$ cat src/design/spq_pkg.sv
// ---------------------------------------------------------------------------
// spq_pkg: shared types and constants of the sorted priority queue
// Key layout, command and status codes, cell control and cell flags.
// ---------------------------------------------------------------------------
package spq_pkg;

  localparam int unsigned Depth   = 16;
  localparam int unsigned CntW    = $clog2(Depth + 1);
  localparam int unsigned CodeW   = 16;
  localparam int unsigned ValueW  = 24;
  localparam int unsigned WeightW = 24;
  localparam int unsigned KeyW    = WeightW + ValueW + CodeW;

  // weight is the most significant part, so a plain unsigned compare sorts
  typedef logic [KeyW-1:0] key_t;

  localparam logic [1:0] CMD_INSERT = 2'd0;
  localparam logic [1:0] CMD_POP    = 2'd1;
  localparam logic [1:0] CMD_PEEK   = 2'd2;

  localparam logic [1:0] STS_OK    = 2'd0;
  localparam logic [1:0] STS_DUP   = 2'd1;
  localparam logic [1:0] STS_FULL  = 2'd2;
  localparam logic [1:0] STS_EMPTY = 2'd3;

  typedef enum logic [1:0] {
    OP_HOLD,
    OP_INSERT,
    OP_POP
  } spq_op_e;

  // what a cell reports about the incoming key
  typedef struct packed {
    logic goes;  // new key sorts at or before this cell, or cell is free
    logic dup;   // cell holds exactly the new key
  } cell_flags_t;

endpackage

$ cat src/design/spq_cell.sv
// ---------------------------------------------------------------------------
// spq_cell: one slot of the sorted shift-register queue
// Compares the incoming key with its own and takes its next key from the
// input, its left neighbor (insert shift) or its right neighbor (pop).
// ---------------------------------------------------------------------------
module spq_cell (
  input  logic                 clk_i,
  input  spq_pkg::spq_op_e     op_i,
  input  logic                 occupied_i,
  input  spq_pkg::key_t        new_key_i,
  input  spq_pkg::key_t        left_key_i,
  input  logic                 left_goes_i,
  input  spq_pkg::key_t        right_key_i,
  output spq_pkg::key_t        key_o,
  output spq_pkg::key_t        key_d_o,
  output spq_pkg::cell_flags_t flags_o
);
  import spq_pkg::*;

  key_t key_q;
  key_t key_d;

  assign flags_o.goes = !occupied_i || (new_key_i < key_q);
  assign flags_o.dup  = occupied_i && (new_key_i == key_q);

  always_comb begin
    key_d = key_q;
    case (op_i)
      OP_INSERT: begin
        if (flags_o.goes) begin
          key_d = left_goes_i ? left_key_i : new_key_i;
        end
      end
      OP_POP:  key_d = right_key_i;
      default: key_d = key_q;
    endcase
  end

  always_ff @(posedge clk_i) begin
    key_q <= key_d;
  end

  assign key_o   = key_q;
  assign key_d_o = key_d;

endmodule

$ cat src/design/sorted_priority_queue_core.sv
// ---------------------------------------------------------------------------
// sorted_priority_queue_core: bounded sorted priority queue
// A row of compare-and-shift cells kept in ascending key order.
// ---------------------------------------------------------------------------
// Usage: the input channel (in_valid_i / in_ready_o) carries one command
// word: insert an entry, pop the head, or peek. The output channel
// (out_valid_o / out_ready_i) returns one word per command with the head
// entry, the occupancy and a status (ok, duplicate, full, pop on empty).
// Every cell compares the new key with its own in parallel and shifts in
// the same cycle; the result word is held in the single output register
// and is valid the cycle after acceptance, and a new command is accepted
// every cycle while the receiver keeps up. While the receiver stalls,
// in_ready_o drops until the waiting word is taken, and nothing is lost.
// Reset empties the queue and clears the output flags, occupancy and status,
// not the head key or cells; only the occupancy decides which cells count.
// ---------------------------------------------------------------------------
module sorted_priority_queue_core (
  input  logic                        clk_i,
  input  logic                        rst_ni,
  input  logic                        in_valid_i,
  output logic                        in_ready_o,
  input  logic [1:0]                  command_i,
  input  logic [spq_pkg::CodeW-1:0]   entry_code_i,
  input  logic [spq_pkg::ValueW-1:0]  entry_value_i,
  input  logic [spq_pkg::WeightW-1:0] entry_weight_i,
  output logic                        out_valid_o,
  input  logic                        out_ready_i,
  output logic                        head_valid_o,
  output logic [spq_pkg::CodeW-1:0]   head_code_o,
  output logic [spq_pkg::ValueW-1:0]  head_value_o,
  output logic [spq_pkg::WeightW-1:0] head_weight_o,
  output logic [spq_pkg::CntW-1:0]    occupancy_o,
  output logic [1:0]                  status_o
);
  import spq_pkg::*;

  key_t        new_key;
  key_t        cell_key   [Depth];
  key_t        cell_key_d [Depth];
  cell_flags_t cell_flags [Depth];
  logic [Depth-1:0] dup_vec;
  logic        any_dup;
  logic        full;
  logic        fire;
  spq_op_e     op;
  logic [1:0]  status_d;
  logic [CntW-1:0] count_q, count_d;

  logic                 out_valid_q;
  logic                 head_valid_q;
  key_t                 head_key_q;
  logic [CntW-1:0]      occupancy_q;
  logic [1:0]           status_q;

  assign new_key    = {entry_weight_i, entry_value_i, entry_code_i};
  assign in_ready_o = !out_valid_q || out_ready_i;
  assign fire       = in_valid_i && in_ready_o;
  assign full       = (count_q == CntW'(Depth));

  for (genvar i = 0; i < Depth; i++) begin : g_cell
    logic occupied;
    key_t left_key;
    logic left_goes;
    key_t right_key;

    assign occupied   = (count_q > CntW'(i));
    assign dup_vec[i] = cell_flags[i].dup;

    if (i == 0) begin : g_first
      assign left_key  = '0;
      assign left_goes = 1'b0;
    end else begin : g_mid
      assign left_key  = cell_key[i-1];
      assign left_goes = cell_flags[i-1].goes;
    end

    if (i == Depth - 1) begin : g_last
      assign right_key = cell_key[i];
    end else begin : g_inner
      assign right_key = cell_key[i+1];
    end

    spq_cell u_cell (
      .clk_i       (clk_i),
      .op_i        (op),
      .occupied_i  (occupied),
      .new_key_i   (new_key),
      .left_key_i  (left_key),
      .left_goes_i (left_goes),
      .right_key_i (right_key),
      .key_o       (cell_key[i]),
      .key_d_o     (cell_key_d[i]),
      .flags_o     (cell_flags[i])
    );
  end

  assign any_dup = |dup_vec;

  always_comb begin
    op       = OP_HOLD;
    status_d = STS_OK;
    count_d  = count_q;
    case (command_i)
      CMD_INSERT: begin
        if (any_dup) begin
          status_d = STS_DUP;
        end else if (full) begin
          status_d = STS_FULL;
        end else begin
          op      = fire ? OP_INSERT : OP_HOLD;
          count_d = count_q + CntW'(1);
        end
      end
      CMD_POP: begin
        if (count_q == '0) begin
          status_d = STS_EMPTY;
        end else begin
          op      = fire ? OP_POP : OP_HOLD;
          count_d = count_q - CntW'(1);
        end
      end
      default: begin
        op = OP_HOLD;
      end
    endcase
  end

  always_ff @(posedge clk_i or negedge rst_ni) begin
    if (!rst_ni) begin
      count_q      <= '0;
      out_valid_q  <= 1'b0;
      head_valid_q <= 1'b0;
      occupancy_q  <= '0;
      status_q     <= STS_OK;
    end else begin
      if (fire) begin
        count_q      <= count_d;
        out_valid_q  <= 1'b1;
        head_valid_q <= (count_d != '0);
        occupancy_q  <= count_d;
        status_q     <= status_d;
      end else if (out_ready_i) begin
        out_valid_q <= 1'b0;
      end
    end
  end

  // head word is payload only
  always_ff @(posedge clk_i) begin
    if (fire) begin
      head_key_q <= (count_d != '0) ? cell_key_d[0] : '0;
    end
  end

  assign out_valid_o   = out_valid_q;
  assign head_valid_o  = head_valid_q;
  assign head_code_o   = head_key_q[CodeW-1:0];
  assign head_value_o  = head_key_q[CodeW +: ValueW];
  assign head_weight_o = head_key_q[CodeW+ValueW +: WeightW];
  assign occupancy_o   = occupancy_q;
  assign status_o      = status_q;

`ifndef ASSERT_OFF
  a_pop_shrinks: assert property (@(posedge clk_i) disable iff (!rst_ni)
    fire && command_i == CMD_POP && count_q != '0 |=> count_q == $past(count_q) - CntW'(1))
    else $error("pop did not decrement occupancy");

  a_full_status: assert property (@(posedge clk_i) disable iff (!rst_ni)
    out_valid_q && status_q == STS_FULL |-> occupancy_q == CntW'(Depth))
    else $error("full status reported below capacity");

  a_head_valid: assert property (@(posedge clk_i) disable iff (!rst_ni)
    out_valid_q |-> head_valid_q == (occupancy_q != '0))
    else $error("head valid disagrees with occupancy");

  a_sorted_head: assert property (@(posedge clk_i) disable iff (!rst_ni)
    count_q >= CntW'(2) |-> cell_key[0] < cell_key[1])
    else $error("head cells out of order");
`endif

endmodule

$ cat config.mk
export PLATFORM = sky130hd
export DESIGN_NAME = sorted_priority_queue_core
export DESIGN_NICKNAME = d
export VERILOG_FILES = /design/src/design/spq_pkg.sv /design/src/design/spq_cell.sv /design/src/design/sorted_priority_queue_core.sv
export SDC_FILE = /design/constraint.sdc
export NUM_CORES = 2
export LEC_CHECK = 0
export BUFFER_PORTS_ARGS = -buffer_cell sky130_fd_sc_hd__buf_2
export CELL_PAD_IN_SITES_DETAIL_PLACEMENT = 1
export CELL_PAD_IN_SITES_GLOBAL_PLACEMENT = 1
export CORE_UTILIZATION = 40
export CTS_BUF_LIST = sky130_fd_sc_hd__clkbuf_8
export CTS_CLUSTER_SIZE = 12
export DETAILED_ROUTE_END_ITERATION = 10
export GPL_TIMING_DRIVEN = 0
export PLACE_DENSITY_LB_ADDON = 0.05
export SLEW_MARGIN = 20
export SYNTH_ARGS = -nofsm -noshare
export SYNTH_HDL_FRONTEND = slang
export SYNTH_SLANG_ARGS = --single-unit
$ cat constraint.sdc
create_clock -name clk_i -period 9.5 [get_ports clk_i]
set_input_delay 0 -clock clk_i [delete_from_list [all_inputs] [get_ports clk_i]]
set_output_delay 0 -clock clk_i [all_outputs]
set_load 0.02 [all_outputs]
==> impl_table.tex <==
\begin{tabular}{lr}
\hline
Metric & Value \\
\hline
\multicolumn{2}{l}{\textbf{Status}} \\
\quad Outcome & complete, but fails checks \\
\quad Violations in the final reports & negative setup slack \\
\multicolumn{2}{l}{\textbf{Routing}} \\
\quad DRC viols & 0 \\
\quad Via density & roughly 6.9 \\
\quad Starting DRT DRC Count & approximately 11000 \\
\quad Remaining number of nets flagged by the antenna check after routing & 0 \\
\quad Detailed-route via count & around 90000 \\
\quad Wire per inst & 41.0 µm \\
\quad Routed wire length & between 500000 and 600000 µm \\
\quad Total iterations of the first detailed-routing run & 6 \\
\multicolumn{2}{l}{\textbf{Worst setup path}} \\
\quad Delay of the slowest cell on the worst path & 1.06 ns \\
\quad List of cells traversed by the critical path & buf\_6 > nor3\_1 > nor2b\_1 > or4\_1 > o32ai\_2 > nor4\_2 > nand2\_4 > nor4\_1 > inv\_1 > ha\_1 > inv\_1 > clkbuf\_2 > clkbuf\_1 > clkbuf\_1 > clkbuf\_2 > buf\_16 > clkbuf\_1 > nand3\_1 > o221ai\_1 \\
\quad Cell type group with the largest total delay on the critical path & buffers and inverters \\
\quad Critical-path top delay cell & sky130\_fd\_sc\_hd\_\_nor3\_1 \\
\quad Req. time, crit path & $\sim$10 ns \\
\quad Crit. End Element & flop \\
\quad Critical path type & flop to flop \\
\quad Cell type with the highest occurrence count on the critical path & sky130\_fd\_sc\_hd\_\_clkbuf\_1 \\
\quad Critical Path Source Type & flop \\
\quad Reg-to-reg critical path startpoint & occupancy\_o[3] \\
\quad Crit Reg-Reg Endpoint & g\_cell[6].u\_cell.key\_o[31] \\
\quad Crit path buffers/inverters & 9 \\
\quad Worst Reg-to-Reg Cells & 19 \\
\quad Largest fanout on the critical path & 10 \\
\quad Data arrival time at the worst-slack endpoint & 10.92 ns \\
\quad Register-to-register setup slack & -0.50 ns \\
\multicolumn{2}{l}{\textbf{Yosys}} \\
\quad Number of distinct library cells after synthesis & between 70 and 80 \\
\quad Count leader, synth & sky130\_fd\_sc\_hd\_\_inv\_1 \\
\quad Portion of synthesized cell area occupied by the leading cell type & $\sim$35\% \\
\quad Number of enable-type register cells in the synthesized netlist & 1024 \\
\quad Net Count, Synth & approximately 11000 \\
\quad Number of warning messages in the yosys log & 0 \\
\quad Sequential cell area fraction in the yosys report & between 30\% and 40\% \\
\quad Largest cells by area after synthesis & sky130\_fd\_sc\_hd\_\_edfxtp\_1 (35\%), sky130\_fd\_sc\_hd\_\_ha\_1 (15\%), sky130\_fd\_sc\_hd\_\_inv\_1 (4.8\%) \\
\quad Main synth FF type & sky130\_fd\_sc\_hd\_\_edfxtp\_1 \\
\quad Flip-flop and latch count after synthesis & 1097 \\
\quad Cell taking the most area after synthesis & sky130\_fd\_sc\_hd\_\_edfxtp\_1 \\
\quad Share of flip-flops with an asynchronous set or reset & less than 1\% \\
\quad Post-synth design cell area & approximately 87000 µm² \\
\quad Ranking of synthesized cells by instance count & sky130\_fd\_sc\_hd\_\_inv\_1 (1104), sky130\_fd\_sc\_hd\_\_ha\_1 (1032), sky130\_fd\_sc\_hd\_\_edfxtp\_1 (1024) \\
\quad Post-Syn Instances & between 9000 and 10000 \\
\quad Avg Cell Area, Syn & just over 9 µm² \\
\multicolumn{2}{l}{\textbf{Placement}} \\
\quad Number of cells in the design after placement & approximately 13000 \\
\quad Gp weighted congestion & between 1 and 1.5 \\
\quad PortBufs & 142 \\
\quad Pre-CTS WS & 0.327 ns \\
\quad DP Wirelength & around 430000 µm \\
\multicolumn{2}{l}{\textbf{CTS}} \\
\quad H-tree levels & 4 \\
\quad CTS Buf Count & 219 \\
\quad Quantity of gates resized following cts & 0 \\
\quad Clock slew at reported path FFs & approximately 0.080 ns \\
\quad CTS tree & built \\
\quad Clock Path Buffers & 3 \\
\quad Clk root buf & sky130\_fd\_sc\_hd\_\_clkbuf\_8 \\
\quad Number of clock sinks & 1097 \\
\quad Clock latency on the worst-skew pair & around 1.1 ns \\
\multicolumn{2}{l}{\textbf{Timing}} \\
\quad Setup slack of the critical path after layout & -0.502 ns \\
\quad Final critical path time including I/O delays and setup & 10.00 ns \\
\quad Setup tns final & -9.83 ns \\
\quad Final setup skew & between 0.06 and 0.07 ns \\
\quad Pins Over Slew Limit & 0 \\
\quad Setup-violating endpoint count in the final report & about 90 \\
\quad Number of hold-slack violations in the final timing report & 0 \\
\quad Post-route clock period utilization & 105\% \\
\quad Tightest hold margin & roughly 0.083 ns \\
\quad Worst Max-Slew Pin Slew & approximately 1.5 ns \\
\quad Slew Limit Headroom & about 3.2\% \\
\quad Highest attainable clock frequency & 0.100 GHz \\
\quad Unrepaired setup endpoints after global routing & no \\
\multicolumn{2}{l}{\textbf{Global route}} \\
\quad Pin count of the biggest net entering global routing & 41 \\
\quad Vias in the first global route & just over 90000 \\
\quad Total routing resource utilization after global routing & between 40\% and 50\% \\
\quad GR Overflow Total & 0 \\
\quad Antenna violations before repair & 67 \\
\quad Wire length of the first global-routing pass & 728000 µm \\
\multicolumn{2}{l}{\textbf{Cells and area}} \\
\quad Synthesis-to-layout area growth & 15.2\% \\
\quad Fillers & roughly 25000 \\
\quad Fin nets & approximately 11000 \\
\quad Non-Filler Instances & 13184 \\
\quad Share of cells above drive strength 1 & between 8 and 9\% \\
\multicolumn{2}{l}{\textbf{Floorplanning}} \\
\quad Width of the die & between 400 and 500 µm \\
\quad Initial core utilization & between 40 and 50\% \\
\quad Floorplan die area & between 200000 and 250000 µm² \\
\quad Die height & 468 µm \\
\quad Boundary Pins & between 100 and 150 \\
\quad FP Rows & 170 \\
\quad Core ar. & $\sim$220000 µm² \\
\multicolumn{2}{l}{\textbf{Power}} \\
\quad Leakage power summed over all cells & 44.0 nW \\
\quad Power per unit of standard cell area & 221 nW/µm² \\
\quad Peak supply drop & between 0.00015 and 0.0002 V \\
\quad Total power & roughly 0.022 W \\
\multicolumn{2}{l}{\textbf{Flow run}} \\
\quad Max-cap violations & 0 \\
\multicolumn{2}{l}{\textbf{Hold path}} \\
\quad Type of the worst min-delay path & primary input to asynchronous set/reset pin \\
\hline
\end{tabular}
state kept, by name, summed over array words and instances, names as in the netlist:
register and count:
g_cell.u_cell.key_o 1024, occupancy_o 5, head_valid_o 1, status_o 2
out_valid_o 1, head_key_q 64
report_power, final:
group | internal [W] | leakage, nW | total (W) | switching [W]
logic | 0.00317 | 31.4 | 0.0103 | 0.00714
registers | 0.00631 | 10.1 | 0.00683 | 0.000524
clock network | 0.00237 | 2.43 | 0.00499 | 0.00262
total | 0.0119 | 44.0 | 0.0221 | 0.0103
worst max path at each step:
stage	startpoint	endpoint	slack, ns	depth (start not counted)
2_1_floorplan	out_valid_o	g_cell[15].u_cell.key_o[0]	0.99	7
6_report	occupancy_o[3]	g_cell[6].u_cell.key_o[31]	-0.50	19
4_1_cts	occupancy_o[2]	g_cell[6].u_cell.key_o[31]	0.32	19
3_5_place_dp	occupancy_o[2]	g_cell[6].u_cell.key_o[31]	0.33	19
5_1_grt	occupancy_o[3]	g_cell[6].u_cell.key_o[31]	0.07	19
3_3_place_gp	g_cell[0].u_cell.key_o[63]	g_cell[11].u_cell.key_o[31]	-13.30	18
cell usage in the layout (no fill, tap or decap), drive strengths merged, types with 73 or more instances in the layout:
master  instances
inv          1198
ha           1032
edfxtp       1024
clkbuf        908
a21oi         614
nor2          605
nand2         488
o21ai         435
a21o          385
buf           359
nand3         346
nor3          277
nand4         267
mux2i         256
o221ai        198
a311oi        195
a211oi        178
o22ai         173
a221oi        156
o311a         129
nand2b         88
o32ai          73
final cells by class:
cell class                      instances  area (µm²)  share of cell area (%)
Multi-Input combinational cell       6584       48400                    48.3
Clock inverter                        166         781                   0.779
Sequential cell                      1097       32300                    32.2
Antenna cell                           58         145                   0.145
Clock buffer                          241        3320                    3.31
Timing Repair Buffer                  379        4660                    4.65
Tap cell                             2838        3550                    3.54
Buffer                                716        2940                    2.93
Inverter                             1105        4150                    4.14
through the flow:
stage,util [%],instance area (µm²)
final,46.5,100000
after global routing,46.5,100000
after CTS,46.4,100000
after detailed placement,44.2,95200
after global placement,42.4,91300
after floorplan,-,87000
layer usage:
layer	track usage, %	up-vias	part of all wire [%]
met3	20.2	1809	12
met4	40.1	59	9.4
met2	72.8	5738	43
met5	5.04	-	0.32
li1	-	37578	-
met1	52.0	45742	35
worst min-delay path: stages:
cell and delay (ns):
sky130_fd_sc_hd__dlygate4sd3_1 0.53, sky130_fd_sc_hd__buf_2 0.09, sky130_fd_sc_hd__dlygate4sd3_1 1.13
what timing repair did:
action / 4_1_cts / 5_1_grt
hold buffers: 69 / 0
hold endpoints to repair: 124 / 0
setup endpoints to repair: 0 / 0
setup buffers: 0 / 0
cell families (layout without fill, tap and decap cells):
group	Yosys count	after routing	synth area share, %
AO/OA/AOI/OAI	3055	3055	24.9
AND/OR/NAND/NOR	2221	2221	12.0
buffers and inverters	1821	2607	7.95
flip-flops	1097	1097	37.1
adder cells (fa/ha/maj)	1032	1032	14.8
multiplexers	276	276	3.20
other	0	58	0
Power figures use the tool's default switching activity.
